--- config.mk ---
export PLATFORM = sky130hd
export DESIGN_NAME = tilt_to_servo_pwm_core
export DESIGN_NICKNAME = d
export VERILOG_FILES = /design/src/sv/tts_pkg.sv /design/src/sv/tilt_to_servo_pwm_core.sv /design/src/sv/tts_divider.sv /design/src/sv/tts_datapath.sv /design/src/sv/tts_ctrl.sv
export SDC_FILE = /design/constraint.sdc
export NUM_CORES = 1
export LEC_CHECK = 0
export BUFFER_PORTS_ARGS = -buffer_cell sky130_fd_sc_hd__buf_4
export CAP_MARGIN = 20
export CORE_ASPECT_RATIO = 0.8
export CORE_MARGIN = 4
export CORE_UTILIZATION = 40
export CTS_CLUSTER_DIAMETER = 100
export DETAILED_ROUTE_END_ITERATION = 7
export RECOVER_POWER = 50
export SYNTH_ARGS = -nofsm -noshare
export SYNTH_HDL_FRONTEND = slang
export SYNTH_SLANG_ARGS = --single-unit
--- constraint.sdc ---
create_clock -name aclk -period 8.9 [get_ports aclk]
set_input_delay 1.78 -clock aclk [delete_from_list [all_inputs] [get_ports aclk]]
set_output_delay 1.78 -clock aclk [all_outputs]
set_load 0.02 [all_outputs]
--- src/sv/tts_pkg.sv ---
// Shared types, constants and register codes for the tilt-to-servo PWM block.
`timescale 1ns / 1ps

package tts_pkg;

    localparam int COUNT_BITS_DEF = 14;
    localparam int POS_BITS_DEF   = 12;

    localparam int WIN_W  = 14;
    localparam int CFG_W  = 12;
    localparam int DATA_W = 14;
    localparam int IDX_W  = 3;

    localparam int RST_WINDOW   = 10000;
    localparam int RST_PERIOD   = 2000;
    localparam int RST_POS_MIN  = 60;
    localparam int RST_POS_MAX  = 240;
    localparam int RST_POS_SPAN = 180;
    localparam int RST_CAL_MIN  = 10000;

    localparam logic [IDX_W-1:0] REG_WINDOW   = 3'd0;
    localparam logic [IDX_W-1:0] REG_PERIOD   = 3'd1;
    localparam logic [IDX_W-1:0] REG_POS_MIN  = 3'd2;
    localparam logic [IDX_W-1:0] REG_POS_MAX  = 3'd3;
    localparam logic [IDX_W-1:0] REG_POS_SPAN = 3'd4;

    localparam logic OP_SAMPLE = 1'b0;
    localparam logic OP_PWM    = 1'b1;

    typedef enum logic [3:0] {
        ST_IDLE,
        ST_EXEC,
        ST_CAL,
        ST_START1,
        ST_WAIT1,
        ST_START2,
        ST_WAIT2,
        ST_FIN,
        ST_EMIT
    } state_t;

    typedef struct packed {
        logic capture;
        logic tick;
        logic cal;
        logic d1_start;
        logic d_clear;
        logic d1_latch;
        logic d2_start;
        logic d2_latch;
        logic finish;
        logic emit;
    } cmd_t;

    typedef struct packed {
        logic is_sample;
        logic win_close;
        logic span_zero;
        logic div_zero;
        logic div_done;
        logic out_free;
    } status_t;

endpackage

--- src/sv/tilt_to_servo_pwm_core.sv ---
// Top level of the tilt-to-servo PWM block: controller plus datapath.
`timescale 1ns / 1ps

// Each input word is one tick: opcode 0 is a sensor sample carrying the
// accelerometer line level, opcode 1 is a PWM tick. Every accepted word
// yields exactly one result word with the servo pin level, the servo pulse
// width and a flag that marks the sample that closed a window.
// Words are taken one at a time. An ordinary tick passes through the execute
// and emit states before the next word is accepted; its result is registered
// in the emit state. A sample that closes a window runs up to two divisions on
// one shared restoring divider between calibration and the finish state, then
// goes to the emit state before the next word is taken.
// A new word is accepted while the previous result still waits in the output
// register; if the receiver stalls, the block finishes that word, holds its
// result until the output register is taken, and accepts no word meanwhile.
// Configuration is written through a plain write port and should only be
// written while the block is idle. Reset restores the configuration registers,
// clears the counters and calibration maximum, and sets the calibration minimum.
module tilt_to_servo_pwm_core #(
    parameter int COUNT_BITS = tts_pkg::COUNT_BITS_DEF,
    parameter int POS_BITS   = tts_pkg::POS_BITS_DEF
) (
    input  logic                       aclk,
    input  logic                       aresetn,
    input  logic                       cfg_wr_en,
    input  logic [tts_pkg::IDX_W-1:0]  cfg_index,
    input  logic [tts_pkg::DATA_W-1:0] cfg_wdata,
    input  logic                       s_valid,
    output logic                       s_ready,
    input  logic                       s_opcode,
    input  logic                       s_accel_x_bit,
    output logic                       m_valid,
    input  logic                       m_ready,
    output logic                       m_servo_pin,
    output logic [POS_BITS-1:0]        m_servo_position,
    output logic                       m_window_done
);

    import tts_pkg::*;

    cmd_t    cmd;
    status_t status;

    tts_ctrl u_ctrl (
        .aclk    (aclk),
        .aresetn (aresetn),
        .s_valid (s_valid),
        .s_ready (s_ready),
        .status  (status),
        .cmd     (cmd)
    );

    tts_datapath #(
        .COUNT_BITS (COUNT_BITS),
        .POS_BITS   (POS_BITS)
    ) u_datapath (
        .aclk             (aclk),
        .aresetn          (aresetn),
        .cfg_wr_en        (cfg_wr_en),
        .cfg_index        (cfg_index),
        .cfg_wdata        (cfg_wdata),
        .s_opcode         (s_opcode),
        .s_accel_x_bit    (s_accel_x_bit),
        .cmd              (cmd),
        .status           (status),
        .m_ready          (m_ready),
        .m_valid          (m_valid),
        .m_servo_pin      (m_servo_pin),
        .m_servo_position (m_servo_position),
        .m_window_done    (m_window_done)
    );

endmodule

--- src/sv/tts_divider.sv ---
// Restoring divider that produces one quotient bit per cycle.
`timescale 1ns / 1ps

module tts_divider #(
    parameter int N  = 14,
    parameter int DW = 14
) (
    input  logic          aclk,
    input  logic          aresetn,
    input  logic          start,
    input  logic [N-1:0]  dividend,
    input  logic [DW-1:0] divisor,
    output logic [N-1:0]  quotient,
    output logic          done
);

    localparam int CW = (N > 1) ? $clog2(N) : 1;

    logic          busy_reg, busy_next;
    logic          done_reg, done_next;
    logic [CW-1:0] cnt_reg, cnt_next;
    logic [DW-1:0] rem_reg, rem_next;
    logic [N-1:0]  quot_reg, quot_next;
    logic [DW-1:0] dvs_reg, dvs_next;
    logic [DW:0]   rem_shift;
    logic [DW:0]   rem_sub;

    assign rem_shift = {rem_reg, quot_reg[N-1]};
    assign rem_sub   = rem_shift - {1'b0, dvs_reg};

    always_comb begin
        busy_next = busy_reg;
        done_next = 1'b0;
        cnt_next  = cnt_reg;
        rem_next  = rem_reg;
        quot_next = quot_reg;
        dvs_next  = dvs_reg;
        if (start) begin
            busy_next = 1'b1;
            cnt_next  = CW'(N - 1);
            rem_next  = '0;
            quot_next = dividend;
            dvs_next  = divisor;
        end else if (busy_reg) begin
            if (rem_shift >= {1'b0, dvs_reg}) begin
                rem_next  = rem_sub[DW-1:0];
                quot_next = {quot_reg[N-2:0], 1'b1};
            end else begin
                rem_next  = rem_shift[DW-1:0];
                quot_next = {quot_reg[N-2:0], 1'b0};
            end
            if (cnt_reg == '0) begin
                busy_next = 1'b0;
                done_next = 1'b1;
            end else begin
                cnt_next = cnt_reg - 1'b1;
            end
        end
    end

    always_ff @(posedge aclk) begin
        if (!aresetn) begin
            busy_reg <= 1'b0;
            done_reg <= 1'b0;
            cnt_reg  <= '0;
        end else begin
            busy_reg <= busy_next;
            done_reg <= done_next;
            cnt_reg  <= cnt_next;
        end
        rem_reg  <= rem_next;
        quot_reg <= quot_next;
        dvs_reg  <= dvs_next;
    end

    assign quotient = quot_reg;
    assign done     = done_reg;

endmodule

--- src/sv/tts_datapath.sv ---
// Datapath: configuration registers, counters, calibration, scaling and output word register.
`timescale 1ns / 1ps

module tts_datapath #(
    parameter int COUNT_BITS = tts_pkg::COUNT_BITS_DEF,
    parameter int POS_BITS   = tts_pkg::POS_BITS_DEF
) (
    input  logic                       aclk,
    input  logic                       aresetn,
    input  logic                       cfg_wr_en,
    input  logic [tts_pkg::IDX_W-1:0]  cfg_index,
    input  logic [tts_pkg::DATA_W-1:0] cfg_wdata,
    input  logic                       s_opcode,
    input  logic                       s_accel_x_bit,
    input  tts_pkg::cmd_t              cmd,
    output tts_pkg::status_t           status,
    input  logic                       m_ready,
    output logic                       m_valid,
    output logic                       m_servo_pin,
    output logic [POS_BITS-1:0]        m_servo_position,
    output logic                       m_window_done
);

    import tts_pkg::*;

    localparam int CMP_W = (COUNT_BITS > WIN_W) ? COUNT_BITS : WIN_W;
    localparam int PCW   = (POS_BITS > CFG_W) ? POS_BITS : CFG_W;
    localparam int DW    = (COUNT_BITS > CFG_W) ? COUNT_BITS : CFG_W;
    localparam int VW    = ((DW > POS_BITS) ? DW : POS_BITS) + 1;

    logic [WIN_W-1:0]      window_ticks_reg;
    logic [CFG_W-1:0]      period_reg;
    logic [CFG_W-1:0]      pos_min_reg;
    logic [CFG_W-1:0]      pos_max_reg;
    logic [CFG_W-1:0]      pos_span_reg;

    logic                  opcode_reg;
    logic                  bit_reg;

    logic [POS_BITS-1:0]   pwm_count_reg, pwm_count_next;
    logic [COUNT_BITS-1:0] window_count_reg, window_count_next;
    logic [COUNT_BITS-1:0] high_count_reg, high_count_next;
    logic [COUNT_BITS-1:0] cal_max_reg, cal_max_next;
    logic [COUNT_BITS-1:0] cal_min_reg, cal_min_next;
    logic [POS_BITS-1:0]   position_reg, position_next;
    logic                  pin_reg, pin_next;
    logic                  done_flag_reg, done_flag_next;
    logic [COUNT_BITS-1:0] div_reg, div_next;
    logic [COUNT_BITS-1:0] q_reg, q_next;

    logic                  m_valid_reg, m_valid_next;
    logic                  m_pin_reg;
    logic [POS_BITS-1:0]   m_pos_reg;
    logic                  m_done_reg;

    logic                  div_start;
    logic [COUNT_BITS-1:0] div_dividend;
    logic [DW-1:0]         div_divisor;
    logic [COUNT_BITS-1:0] div_quot;
    logic                  div_done;

    logic [VW-1:0]         val_sum;
    logic [VW-1:0]         val_hi;
    logic [VW-1:0]         val_lo;

    always_ff @(posedge aclk) begin
        if (!aresetn) begin
            window_ticks_reg <= WIN_W'(RST_WINDOW);
            period_reg       <= CFG_W'(RST_PERIOD);
            pos_min_reg      <= CFG_W'(RST_POS_MIN);
            pos_max_reg      <= CFG_W'(RST_POS_MAX);
            pos_span_reg     <= CFG_W'(RST_POS_SPAN);
        end else if (cfg_wr_en) begin
            case (cfg_index)
                REG_WINDOW:   window_ticks_reg <= cfg_wdata[WIN_W-1:0];
                REG_PERIOD:   period_reg       <= cfg_wdata[CFG_W-1:0];
                REG_POS_MIN:  pos_min_reg      <= cfg_wdata[CFG_W-1:0];
                REG_POS_MAX:  pos_max_reg      <= cfg_wdata[CFG_W-1:0];
                REG_POS_SPAN: pos_span_reg     <= cfg_wdata[CFG_W-1:0];
                default: begin
                end
            endcase
        end
    end

    always_ff @(posedge aclk) begin
        if (cmd.capture) begin
            opcode_reg <= s_opcode;
            bit_reg    <= s_accel_x_bit;
        end
    end

    assign div_start    = cmd.d1_start | cmd.d2_start;
    assign div_dividend = cmd.d1_start ? (cal_max_reg - cal_min_reg)
                                       : (high_count_reg - cal_min_reg);
    assign div_divisor  = cmd.d1_start ? DW'(pos_span_reg) : DW'(div_reg);

    tts_divider #(
        .N  (COUNT_BITS),
        .DW (DW)
    ) u_divider (
        .aclk     (aclk),
        .aresetn  (aresetn),
        .start    (div_start),
        .dividend (div_dividend),
        .divisor  (div_divisor),
        .quotient (div_quot),
        .done     (div_done)
    );

    always_comb begin
        val_sum = VW'(q_reg) + VW'(pos_min_reg);
        if (div_reg == '0) begin
            val_sum = VW'(pos_min_reg);
        end
        val_hi = (val_sum > VW'(pos_max_reg)) ? VW'(pos_max_reg) : val_sum;
        val_lo = (val_hi < VW'(pos_min_reg)) ? VW'(pos_min_reg) : val_hi;
    end

    always_comb begin
        pwm_count_next    = pwm_count_reg;
        window_count_next = window_count_reg;
        high_count_next   = high_count_reg;
        cal_max_next      = cal_max_reg;
        cal_min_next      = cal_min_reg;
        position_next     = position_reg;
        pin_next          = pin_reg;
        done_flag_next    = done_flag_reg;
        div_next          = div_reg;
        q_next            = q_reg;
        if (cmd.tick) begin
            done_flag_next = 1'b0;
            if (opcode_reg == OP_PWM) begin
                if (PCW'(pwm_count_reg) >= PCW'(period_reg)) begin
                    pwm_count_next = '0;
                end else begin
                    pwm_count_next = pwm_count_reg + 1'b1;
                end
                pin_next = (pwm_count_next < position_reg);
            end else begin
                if (bit_reg) begin
                    high_count_next = high_count_reg + 1'b1;
                end
                window_count_next = window_count_reg + 1'b1;
            end
        end
        if (cmd.cal) begin
            if (high_count_reg > cal_max_reg) begin
                cal_max_next = high_count_reg;
            end
            if (high_count_reg < cal_min_reg) begin
                cal_min_next = high_count_reg;
            end
        end
        if (cmd.d_clear) begin
            div_next = '0;
        end
        if (cmd.d1_latch) begin
            div_next = div_quot;
        end
        if (cmd.d2_latch) begin
            q_next = div_quot;
        end
        if (cmd.finish) begin
            position_next     = val_lo[POS_BITS-1:0];
            window_count_next = '0;
            high_count_next   = '0;
            done_flag_next    = 1'b1;
        end
    end

    always_ff @(posedge aclk) begin
        if (!aresetn) begin
            pwm_count_reg    <= '0;
            window_count_reg <= '0;
            high_count_reg   <= '0;
            cal_max_reg      <= '0;
            cal_min_reg      <= COUNT_BITS'(RST_CAL_MIN);
            position_reg     <= '0;
            pin_reg          <= 1'b0;
            done_flag_reg    <= 1'b0;
        end else begin
            pwm_count_reg    <= pwm_count_next;
            window_count_reg <= window_count_next;
            high_count_reg   <= high_count_next;
            cal_max_reg      <= cal_max_next;
            cal_min_reg      <= cal_min_next;
            position_reg     <= position_next;
            pin_reg          <= pin_next;
            done_flag_reg    <= done_flag_next;
        end
        div_reg <= div_next;
        q_reg   <= q_next;
    end

    always_comb begin
        m_valid_next = m_valid_reg;
        if (m_ready) begin
            m_valid_next = 1'b0;
        end
        if (cmd.emit) begin
            m_valid_next = 1'b1;
        end
    end

    always_ff @(posedge aclk) begin
        if (!aresetn) begin
            m_valid_reg <= 1'b0;
        end else begin
            m_valid_reg <= m_valid_next;
        end
        if (cmd.emit) begin
            m_pin_reg  <= pin_reg;
            m_pos_reg  <= position_reg;
            m_done_reg <= done_flag_reg;
        end
    end

    assign status.is_sample = (opcode_reg == OP_SAMPLE);
    assign status.win_close = (CMP_W'(window_count_reg) >= CMP_W'(window_ticks_reg));
    assign status.span_zero = (pos_span_reg == '0);
    assign status.div_zero  = (div_reg == '0);
    assign status.div_done  = div_done;
    assign status.out_free  = !m_valid_reg || m_ready;

    assign m_valid          = m_valid_reg;
    assign m_servo_pin      = m_pin_reg;
    assign m_servo_position = m_pos_reg;
    assign m_window_done    = m_done_reg;

endmodule

--- src/sv/tts_ctrl.sv ---
// Controller state machine that sequences ticks, window evaluation and output.
`timescale 1ns / 1ps

module tts_ctrl (
    input  logic             aclk,
    input  logic             aresetn,
    input  logic             s_valid,
    output logic             s_ready,
    input  tts_pkg::status_t status,
    output tts_pkg::cmd_t    cmd
);

    import tts_pkg::*;

    state_t state_reg, state_next;

    always_comb begin
        state_next = state_reg;
        case (state_reg)
            ST_IDLE: begin
                if (s_valid) begin
                    state_next = ST_EXEC;
                end
            end
            ST_EXEC: begin
                if (status.is_sample && status.win_close) begin
                    state_next = ST_CAL;
                end else begin
                    state_next = ST_EMIT;
                end
            end
            ST_CAL: begin
                state_next = ST_START1;
            end
            ST_START1: begin
                state_next = status.span_zero ? ST_FIN : ST_WAIT1;
            end
            ST_WAIT1: begin
                if (status.div_done) begin
                    state_next = ST_START2;
                end
            end
            ST_START2: begin
                state_next = status.div_zero ? ST_FIN : ST_WAIT2;
            end
            ST_WAIT2: begin
                if (status.div_done) begin
                    state_next = ST_FIN;
                end
            end
            ST_FIN: begin
                state_next = ST_EMIT;
            end
            ST_EMIT: begin
                if (status.out_free) begin
                    state_next = ST_IDLE;
                end
            end
            default: begin
                state_next = ST_IDLE;
            end
        endcase
    end

    always_comb begin
        cmd     = '0;
        s_ready = 1'b0;
        case (state_reg)
            ST_IDLE: begin
                s_ready     = 1'b1;
                cmd.capture = s_valid;
            end
            ST_EXEC: begin
                cmd.tick = !(status.is_sample && status.win_close);
            end
            ST_CAL: begin
                cmd.cal = 1'b1;
            end
            ST_START1: begin
                cmd.d_clear  = status.span_zero;
                cmd.d1_start = !status.span_zero;
            end
            ST_WAIT1: begin
                cmd.d1_latch = status.div_done;
            end
            ST_START2: begin
                cmd.d2_start = !status.div_zero;
            end
            ST_WAIT2: begin
                cmd.d2_latch = status.div_done;
            end
            ST_FIN: begin
                cmd.finish = 1'b1;
            end
            ST_EMIT: begin
                cmd.emit = status.out_free;
            end
            default: begin
                cmd = '0;
            end
        endcase
    end

    always_ff @(posedge aclk) begin
        if (!aresetn) begin
            state_reg <= ST_IDLE;
        end else begin
            state_reg <= state_next;
        end
    end

endmodule

==> out/qor.yml, run 1 <==
die:
  row_count: 61
  start_util: 0.4045
  ios: 40
  die_area_sq_um: 38120
  core_sq_um: 34650
  fp.dieW_um: 217.3
  die_h_um: 175.4
cts:
  clk_pin_slew_worst_paths_ns: 0.06
  cts_resized: 0
  cts_tree: "done"
  cts_made_buffers: 27
  ctsHtreeMaxLevel: 1
  clock-sinks: 241
  postCtsHoldBufs: 0
  clock_latency_ns: 0.55
  post_cts_buffers: 0
  cts_root_buffer: "clkbuf_16"
  cts_max_path_buffers: 3
finish:
  regArea_sq_um: 5545
  fin_nets: 1772
  multi_input_area_sq_um: 7777
  n_fill_cell: 3383
  drive_gt1_frac: 0.07838
  antennaDiodeCount: 0
  stdcell_count: 2105
  area_growth_pct: 12.36
synth:
  async_reset_ff_frac: 0
  synth-main-ff-cell: "dfxtp_1"
  avgSynthCellArea_sq_um: 8.815
  netlist_area_sq_um: 14020
  yosys-top-cells-area: "dfxtp_1 24%, edfxtp_1 15%, ha_1 12%"
  ys_warn_count: 0
  synth.distinct_cells: 70
  synth_fp_nets: 1750
  synth-edff-count: 72
  synth_seq_cells: 241
  yosysTopAreaCell: "dfxtp_1"
  synth.top_cell.area_share: 0.2414
  yosysSeqAreaShare: 0.3956
  postSynthCellCount: 1590
route:
  dr.pass1.iters: 5
  routed_wl_mm: 36.52
  ant_nets: 0
  num_vias: 11160
  dr.first_iter.drc_count: 820
  vias_per_cell: 5.300
  wire_per_inst_um: 17.35
  drc_errors: 0
run_status:
  failed_checks: "max-capacitance violations, max-slew violations"
  status: "finished, violations left"
worst_setup_path:
  crit_family: "compound AO/OA/AOI/OAI gates"
  crit_start: "u_datapath.q_reg[0]$_DFFE_PP_"
  crit_type: "flop to flop"
  endpoint_kind: "flop"
  critPathSlowestCell: "o31ai_4"
  crit_chain: "ha_1 -> fa_1 -> a211oi_2 -> o21a_1 -> o21ai_0 -> a31oi_1 -> xor2_1 -> o21ai_0 -> ha_1 -> and3_1 -> a221o_1 -> a2111oi_0 -> or3_1 -> o311ai_4 -> mux2_2 -> ha_1 -> a21o_1 -> a21oi_1 -> nor2b_1 -> o21ai_0 -> nand2b_1 -> o31ai_4 -> mux2i_1 -> a211oi_2"
  cp.arrival_ns: 6.99
  crit_end: "u_datapath.position_reg[11]$_SDFFE_PN0P_"
  cp-start-kind: "flop"
  reg2reg_depth: 24
  max_stage_delay_ns: 0.77
  rr_startpoint: "u_datapath.q_reg[0]$_DFFE_PP_"
  crit_buf_inv: 0
  critPathMaxFanout: 18
  cp_num_cells: 24
  regToRegEndpoint: "u_datapath.position_reg[11]$_SDFFE_PN0P_"
  required_ns: 9.25
  r2r_slack_ns: 2.27
global_routing:
  grt_max_degree: 70
  grt_util_all_layers: 0.1883
  grt_pass1_wl_mm: 57.44
  grt_pass1_vias: 10290
  antenna_found_initial: 0
  grt-ovfl-total: 0
placed_design:
  dp.cells: 2051
  pre_cts_slack_ns: 2.411
  hpwlAfterDp_mm: 27.23
  port_buffers: 39
  gp_congestion: 0.8754
sta:
  max_freq_mhz: 150.8
  maxSlewViolCount: 145
  worst_slack_ns: 2.268
  skew_ns: 0.01911
  tightestPinTransition_ns: 3.270
  fin_crit_sh: 0.7452
  setup_violations: 0
  finalSetupTns_ns: 0
  rsz0062_at_grt: "false"
  hold_violations: 0
  post-route-min-period_ns: 6.632
  slew_headroom: -1.180
power_and_ir_drop:
  power_mw: 2.680
  vdd_ir_drop_max_uv: 118.8
  p_leak_nw: 6.334
  power_density_nw_per_um2: 170.2
hold_path:
  hold_class: "flop to flop"
job:
  drv_cap: 3
-- cells in the final DEF (no fill, tap or decap), drive strengths merged, types with 35 or more instances in the layout --
| cell type | count |
|---|---|
| nor3 | 42 |
| buf | 42 |
| xor2 | 42 |
| o21ai | 76 |
| mux2i | 35 |
| clkbuf | 49 |
| a21oi | 149 |
| edfxtp | 72 |
| inv | 127 |
| nand3 | 42 |
| dfxtp | 169 |
| ha | 132 |
| nand2 | 181 |
| nor2 | 119 |
-- power breakdown --
group / switching, mW / internal [mW]
Clock: 0.466 / 0.741
Combinational: 0.174 / 0.120
Sequential: 0.0258 / 1.15
Total: 0.666 / 2.01
-- Yosys cell counts (3+ instances only) --
cell,count
a211o_1,7
a211oi_1,10
a211oi_2,3
a21o_1,34
a21oi_1,149
a221o_1,4
a31oi_1,7
and2_1,21
and3_1,16
buf_1,6
clkbuf_1,50
dfxtp_1,169
edfxtp_1,72
fa_1,4
ha_1,132
inv_1,125
mux2_2,17
mux2i_1,35
nand2_1,181
nand2b_1,17
nand3_1,42
nand4_1,32
nor2_1,119
nor2b_1,17
nor3_1,42
nor4_1,12
o211ai_1,28
o21a_1,16
o21ai_0,70
o21ai_1,6
o21bai_1,4
o221ai_1,3
o22ai_1,4
o31ai_1,5
or2_2,8
or3_1,6
xnor2_1,34
xor2_1,42
-- worst min path at each step --
stage / slack, ns / endpoint / cells after the start / startpoint
after floorplan: 0.40 / u_datapath.m_window_done$_DFFE_PP_ / 0 / u_datapath.done_flag_reg$_SDFFE_PN0N_
after global placement: 0.41 / u_datapath.m_servo_pin$_DFFE_PP_ / 0 / u_datapath.pin_reg$_SDFFE_PN0P_
after detailed placement: 0.43 / u_datapath.m_servo_pin$_DFFE_PP_ / 0 / u_datapath.pin_reg$_SDFFE_PN0P_
after CTS: 0.45 / u_datapath.m_window_done$_DFFE_PP_ / 0 / u_datapath.done_flag_reg$_SDFFE_PN0N_
after global routing: 0.45 / u_datapath.m_window_done$_DFFE_PP_ / 0 / u_datapath.done_flag_reg$_SDFFE_PN0N_
final: 0.45 / u_datapath.m_window_done$_DFFE_PP_ / 0 / u_datapath.done_flag_reg$_SDFFE_PN0N_
-- logic make-up after synthesis --
group / count (synthesis) / synth area share
AOI/OAI and AO/OA: 379 / 0.1716
xor gates and xnor gates: 76 / 0.04749
adders and majority gates: 136 / 0.1235
buffers and inverters: 186 / 0.05106
DFF: 241 / 0.3956
muxes: 52 / 0.03865
and+or+nand+nor: 520 / 0.1720
-- metrics by stage --
step / utilization / hold slack (ns) / instance area, sq um
2_1_floorplan: - / 0.4030 / 14020
3_3_place_gp: 0.4258 / 0.4140 / 14750
3_5_place_dp: 0.4258 / 0.4322 / 14750
4_1_cts: 0.4537 / 0.4534 / 15720
5_1_grt: 0.4545 / 0.4527 / 15750
6_report: 0.4545 / 0.4509 / 15750
-- per-layer routing --
layer  up-vias  wire [um]  track usage
met5         -          0            0
met4         0        913      0.04980
met3        58       1835      0.02663
met2       241      15260       0.2766
met1      5192      18520       0.2892
li1       5666          -            -
-- final cells by class --
type	instances	area share
Clock buffer	38	0.05069
Clock inverter	12	0.01073
Inverter	126	0.03003
Multi-Input combinational cell	1163	0.4938
Sequential cell	241	0.3521
Tap cell	472	0.03750
Timing Repair Buffer	53	0.02511
-- worst register-to-register path, cell delays in order (launching register included) --
cell and delay (ns):
edfxtp_1 0.37, ha_1 0.24, fa_1 0.45, a211oi_2 0.31
o21a_1 0.27, o21ai_0 0.11, a31oi_1 0.22, xor2_1 0.09
o21ai_0 0.23, ha_1 0.29, and3_1 0.20, a221o_1 0.35
a2111oi_0 0.33, or3_1 0.28, o311ai_4 0.29, mux2_2 0.38
ha_1 0.29, a21o_1 0.16, a21oi_1 0.14, nor2b_1 0.06
o21ai_0 0.14, nand2b_1 0.13, o31ai_4 0.77, mux2i_1 0.29
a211oi_2 0.08
Note: power is estimated with default switching activity, not from simulation.
==> run 2: changes to the inputs <==
- clock period: 8.9 -> 5.3 ns (I/O delays scaled with it)
==> out/qor.yml, run 2 (synthesized netlist as in run 1, its figures left out) <==
sta:
  setup_violations: 12  # +12
  maxSlewViolCount: 44  # -70%
  hold_violations: 0  # unchanged
  post-route-min-period_ns: 5.621  # -1.011 ns
  tightestPinTransition_ns: 1.691  # -1.579 ns
  rsz0062_at_grt: "true"
  max_freq_mhz: 177.9  # +18%
  fin_crit_sh: 1.061  # +0.3154
  worst_slack_ns: -0.3208  # -2.589 ns
  skew_ns: 0.01074  # -0.008370 ns
  slew_headroom: -0.1286  # +1.052
worst_setup_path:
  regToRegEndpoint: "u_datapath.position_reg[6]$_SDFFE_PN0P_"
  cp-start-kind: "flop"
  rr_startpoint: "u_datapath.q_reg[0]$_DFFE_PP_"
  crit_type: "flop to flop"
  cp.arrival_ns: 6.05  # -0.94 ns
  critPathMaxFanout: 8  # -10
  required_ns: 5.73  # -3.52 ns
  r2r_slack_ns: -0.32  # -2.59 ns
  endpoint_kind: "flop"
  reg2reg_depth: 27  # +13%
global_routing:
  grt-ovfl-total: 0  # unchanged
  grt_pass1_wl_mm: 60.83  # +5.9%
  grt_max_degree: 73  # +4.3%
  antenna_found_initial: 0  # unchanged
  grt_pass1_vias: 11220  # +9.1%
  grt_util_all_layers: 0.1967  # +0.008378
cts:
  cts_root_buffer: "clkbuf_16"
  clk_pin_slew_worst_paths_ns: 0.06  # about the same
  clock-sinks: 241  # unchanged
  postCtsHoldBufs: 0  # unchanged
  clock_latency_ns: 0.55  # about the same
  cts_made_buffers: 27  # unchanged
  cts_max_path_buffers: 3  # unchanged
  ctsHtreeMaxLevel: 1  # unchanged
  cts_tree: "done"
power_and_ir_drop:
  power_mw: 4.528  # +69%
  power_density_nw_per_um2: 277.6  # +63%
  p_leak_nw: 6.617  # +4.5%
  vdd_ir_drop_max_uv: 239.9  # +100%
finish:
  antennaDiodeCount: 0  # unchanged
  final_cell_mix: "181 x nand2_1, 169 x dfxtp_1, 146 x a21oi_1, 129 x ha_1, 126 x inv_1"
  multi_input_area_sq_um: 7898  # +1.5%
  fin_nets: 1841  # +3.9%
  area_growth_pct: 16.38
  regArea_sq_um: 5545  # unchanged
  n_fill_cell: 3398  # +0.44%
  drive_gt1_frac: 0.1140  # +0.03560
  final_common_cell: "nand2_1"
placed_design:
  pre_cts_slack_ns: -0.4779  # -2.889 ns
  hpwlAfterDp_mm: 28.35  # +4.1%
  port_buffers: 39  # unchanged
  gp_congestion: 0.8919  # +1.9%
route:
  routed_wl_mm: 37.92  # +3.8%
  wire_per_inst_um: 17.44  # +0.52%
  dr.pass1.iters: 5  # unchanged
  vias_per_cell: 5.328  # +0.51%
  num_vias: 11580  # +3.8%
  drc_errors: 0  # unchanged
  dr.first_iter.drc_count: 888  # +8.3%
  ant_nets: 0  # unchanged
job:
  drv_cap: 1  # -2
die:
  start_util: 0.4045  # unchanged
  row_count: 61  # unchanged
  die_h_um: 175.4  # unchanged
  core_sq_um: 34650  # unchanged
  fp.dieW_um: 217.3  # unchanged
  die_area_sq_um: 38120  # unchanged
  ios: 40  # unchanged
hold_path:
  hold_class: "flop to flop"
  holdPathStages: 0  # unchanged
  hp-start: "u_datapath.pin_reg$_SDFFE_PN0P_"
  worstHoldEndpoint: "u_datapath.m_servo_pin$_DFFE_PP_"
run_status:
  failed_checks: "max-capacitance violations, max-slew violations, negative setup slack"
  status: "finished, violations left"
==> run 2: cell count changes in the layout (fill, tap and decap cells not counted), sizes merged <==
cell and delta:
buf +55, clkbuf +13, bufinv -1, clkinv +1, o311ai +1
==> run 2: what timing repair did <==
item | in CTS | in global routing
setup buffers | 6 | 0
pin swaps | 7 | 8
endpoints found under the setup margin | 12 | 12
gates cloned | 1 | 0
resized for setup | 11 | 5
==> run 2: worst max path at each step <==
stage | startpoint | endpoint | slack (ns)
2_1_floorplan | u_datapath.q_reg[1]$_DFFE_PP_ | u_datapath.position_reg[10]$_SDFFE_PN0P_ | -0.08
3_3_place_gp | u_datapath.q_reg[0]$_DFFE_PP_ | u_datapath.position_reg[1]$_SDFFE_PN0P_ | -0.31
3_5_place_dp | u_datapath.q_reg[0]$_DFFE_PP_ | u_datapath.position_reg[6]$_SDFFE_PN0P_ | -0.48
4_1_cts | u_datapath.q_reg[0]$_DFFE_PP_ | u_datapath.position_reg[6]$_SDFFE_PN0P_ | -0.29
5_1_grt | u_datapath.q_reg[0]$_DFFE_PP_ | u_datapath.position_reg[1]$_SDFFE_PN0P_ | -0.67
6_report | u_datapath.q_reg[0]$_DFFE_PP_ | u_datapath.position_reg[6]$_SDFFE_PN0P_ | -0.32
==> run 2: layout make-up <==
| type | count | area share |
|---|---|---|
| clock inverters | 12 | 0.008438 |
| flip-flops and latches | 241 | 0.3400 |
| repair buffers | 121 | 0.05185 |
| well taps | 472 | 0.03620 |
| clock buffers | 38 | 0.05039 |
| multi-input cells | 1164 | 0.4842 |
| inverters | 126 | 0.02899 |
==> run 2: where the power goes <==
part / switching (mW) / internal, mW
sequential: 0.0392 / 1.94
clock: 0.780 / 1.23
combinational: 0.312 / 0.233
total: 1.13 / 3.40
==> run 2: worst max-delay path: stages, from the launching register on <==
cell	delay, ns
edfxtp_1	0.37
ha_2	0.21
fa_2	0.35
a211oi_2	0.24
o21a_1	0.22
o21ai_1	0.10
a31oi_1	0.20
xor2_1	0.17
o21ai_1	0.10
ha_1	0.31
a21o_1	0.17
a221o_1	0.38
a2111oi_4	0.21
or3_4	0.22
o311ai_4	0.16
buf_6	0.19
nor2_4	0.07
a21oi_2	0.04
ha_1	0.31
a21o_1	0.16
a21o_1	0.18
a211oi_2	0.20
o21ai_1	0.11
a41o_1	0.22
o31ai_4	0.07
buf_4	0.22
mux2i_1	0.22
a21oi_1	0.09
==> run 2: layer usage <==
layer / track usage / vias to the layer above / routed length (um) / part of all wire
met1: 0.2971 / 5491 / 19430 / 0.51
li1: - / 5822 / - / -
met5: 0 / - / 0 / 0
met3: 0.02127 / 61 / 1436 / 0.038
met4: 0.04901 / 0 / 967 / 0.026
met2: 0.3013 / 208 / 16090 / 0.42
==> run 2: metrics by stage <==
stage	instances	area, sq um	hold WS [ns]	util	TNS, ns
5_1_grt	2174	16310	0.4483	0.4708	-7.846
3_3_place_gp	2114	15280	0.4235	0.4409	-3.522
3_5_place_dp	2116	15290	0.4261	0.4414	-5.093
4_1_cts	2172	16350	0.4410	0.4719	-3.151
2_1_floorplan	1590	14050	0.4030	-	-0.6262
6_report	2174	16310	0.4411	0.4708	-3.351
==> run 3: changes to the inputs <==
- SYNTH_HIERARCHICAL: unset -> 1
==> out/qor.yml, run 3 <==
sta:
  fin_crit_sh: 0.9611  # -0.09937
  setup_violations: 0  # -12
  max_freq_mhz: 196.3  # +10%
  hold_ws_ns: 0.4301  # -0.01101 ns
  skew_ns: 0.01503  # +0.004294 ns
  tightestPinTransition_ns: 2.425  # +0.7338 ns
  maxSlewViolCount: 99  # +130%
  post-route-min-period_ns: 5.094  # -0.5267 ns
  worst_slack_ns: 0.2059  # +0.5267 ns
  finalSetupTns_ns: 0  # +3.351 ns
  hold_violations: 0  # unchanged
  slew_headroom: -0.6165  # -0.4880
finish:
  n_fill_cell: 3291  # -3.1%
  area_growth_pct: 13.02
  fin_nets: 1782  # -3.2%
  antennaDiodeCount: 0  # unchanged
  stdcell_count: 2113  # -2.8%
  final_common_cell: "nand2_1"
  final_cell_mix: "199 x nand2_1, 169 x dfxtp_1, 131 x ha_1, 127 x inv_1, 90 x a21oi_1"
  drive_gt1_frac: 0.1018  # -0.01222
synth:
  yosysTopAreaCell: "dfxtp_1"
  yosysSeqAreaShare: 0.3907  # -0.004953
  synth-edff-count: 72  # unchanged
  synth_fp_nets: 1739  # -0.63%
  synth_seq_cells: 241  # unchanged
  async_reset_ff_frac: 0  # unchanged
  yosys-top-cells-area: "dfxtp_1 24%, edfxtp_1 15%, ha_1 12%"
  synth-main-ff-cell: "dfxtp_1"
  synth_commonest_cells: "199 x nand2_1, 169 x dfxtp_1, 133 x ha_1"
  ys_warn_count: 6  # +6
  synth.distinct_cells: 74  # +5.7%
  synth.top_cell.area_share: 0.2384  # -0.003022
  netlist_area_sq_um: 14190  # +1.3%
  postSynthCellCount: 1578  # -0.75%
  avgSynthCellArea_sq_um: 8.995  # +2.0%
  synth.most_common_cell: "nand2_1"
job:
  drv_cap: 2  # +1
power_and_ir_drop:
  pwr-share-clk: 0.459  # +0.016
  p_switching_mw: 1.060  # -6.3%
  intPower_mw: 3.320  # -2.3%
  power_density_nw_per_um2: 273.0  # -1.7%
  p_leak_nw: 6.451  # -2.5%
  seq_power_share: 0.449  # +0.012
  pwr-share-comb: 0.092  # -0.028
  swShare: 0.2420  # -0.007830
  vdd_ir_drop_max_uv: 211.3  # -12%
run_status:
  failed_checks: "max-capacitance violations, max-slew violations"
  status: "finished, violations left"
worst_setup_path:
  endpoint_kind: "flop"
  rr_startpoint: "u_datapath/q_reg[0]$_DFFE_PP_"
  cp-start-kind: "flop"
  max_stage_delay_ns: 0.41  # +0.03 ns
  cp.arrival_ns: 5.51  # -0.54 ns
  crit_type: "flop to flop"
  crit_start: "u_datapath/q_reg[0]$_DFFE_PP_"
  critPathSlowestCell: "fa_2"
  required_ns: 5.72  # about the same
  critPathMaxFanout: 7  # -1
cts:
  cts_tree: "done"
  cts_root_buffer: "clkbuf_16"
  cts_max_path_buffers: 3  # unchanged
  clock-sinks: 241  # unchanged
  clk_pin_slew_worst_paths_ns: 0.06  # about the same
  postCtsHoldBufs: 0  # unchanged
  clock_latency_ns: 0.55  # about the same
  cts_made_buffers: 26  # -3.7%
  ctsHtreeMaxLevel: 1  # unchanged
route:
  vias_per_cell: 5.213  # -2.1%
  ant_nets: 0  # unchanged
  num_vias: 11020  # -4.9%
  dr.pass1.iters: 6  # +1
  drc_errors: 0  # unchanged
  dr.first_iter.drc_count: 585  # -34%
  routed_wl_mm: 34.49  # -9.0%
  wire_per_inst_um: 16.32  # -6.4%
die:
  die_h_um: 176.5  # +0.60%
  core_sq_um: 34880  # +0.66%
  die_area_sq_um: 38580  # +1.2%
  fp.dieW_um: 218.6  # +0.61%
  row_count: 61  # unchanged
  ios: 40  # unchanged
  start_util: 0.4069  # +0.002439
hold_path:
  hp-start: "u_datapath/pin_reg$_SDFFE_PN0P_"
  hold_class: "flop to flop"
placed_design:
  port_buffers: 39  # unchanged
  gp_congestion: 0.8879  # -0.45%
  pre_cts_slack_ns: -0.1480  # +0.3299 ns
  hpwlAfterDp_mm: 25.55  # -9.9%
  dp.cells: 2059  # -2.7%
global_routing:
  grt_max_degree: 75  # +2.7%
  grt_pass1_wl_mm: 55.68  # -8.5%
  antenna_found_initial: 0  # unchanged
  grt-ovfl-total: 0  # unchanged
  grt_util_all_layers: 0.1764  # -0.02029
  grt_pass1_vias: 10600  # -5.6%
run 3: layer usage:
| layer | wire (um) | global-route usage |
|---|---|---|
| met5 | 0 | 0 |
| met4 | 829 | 0.04554 |
| met3 | 1356 | 0.02495 |
| met2 | 15110 | 0.2812 |
| met1 | 17190 | 0.2528 |
run 3: cell families (layout without fill, tap and decap cells):
kind of cell | Yosys count | count (layout) | synth area share
compound gates | 355 | 356 | 0.1640
xor+xnor | 72 | 72 | 0.04443
fa+ha+maj | 137 | 137 | 0.1229
buf+inv | 187 | 249 | 0.05254
flops | 241 | 241 | 0.3907
mux | 60 | 60 | 0.04513
simple gates | 526 | 526 | 0.1804
run 3: power groups by stage:
stage	clock [mW]	combinational [mW]	sequential, mW
after CTS	2.06	0.392	1.97
after global placement	0	0.381	2.01
after detailed placement	0	0.388	2.01
after floorplan	0	0.285	2.00
after global routing	2.14	0.445	1.97
final	2.01	0.401	1.97
run 3: worst max-delay path: cells and delay by family, from the launching register on:
kind                       cells  cell delay, ns
DFF                            1            0.37
xor gates and xnor gates       1            0.13
muxes                          2            0.51
and+or+nand+nor                6            0.94
adders and majority gates      4            1.00
AOI/OAI and AO/OA             11            1.76
buffers and inverters          2            0.28
run 3: worst paths after layout:
check                                       endpoint  slack (ns)  cells past startpoint
max          u_datapath/position_reg[4]$_SDFFE_PN0P_        0.21                     26
min reg2reg         u_datapath/m_servo_pin$_DFFE_PP_        0.43                      0
max reg2reg  u_datapath/position_reg[4]$_SDFFE_PN0P_        0.21                     26
min                 u_datapath/m_servo_pin$_DFFE_PP_        0.43                      0
run 3: layout make-up:
class,count,area (sq um),area share
clock buffers,29,683.2,0.04259
clock inverters,19,264.0,0.01646
inverters,128,480.5,0.02995
multi-input cells,1151,8001,0.4988
flip-flops and latches,241,5545,0.3457
well taps,472,590.6,0.03681
repair buffers,73,476.7,0.02972
run 3: what timing repair did:
action,in CTS,in global routing
gates resized for setup,3,22
pin swaps,0,13
setup buffers,0,3
gates cloned,0,1
endpoints found under the setup margin,12,12
run 3: per-stage QoR:
step	instance area, sq um	power (mW)	util
after floorplan	14190	2.282	-
after global routing	16040	4.553	0.4599
after CTS	16000	4.418	0.4588
after global placement	15040	2.388	0.4313
final	16040	4.380	0.4599
after detailed placement	15040	2.395	0.4313
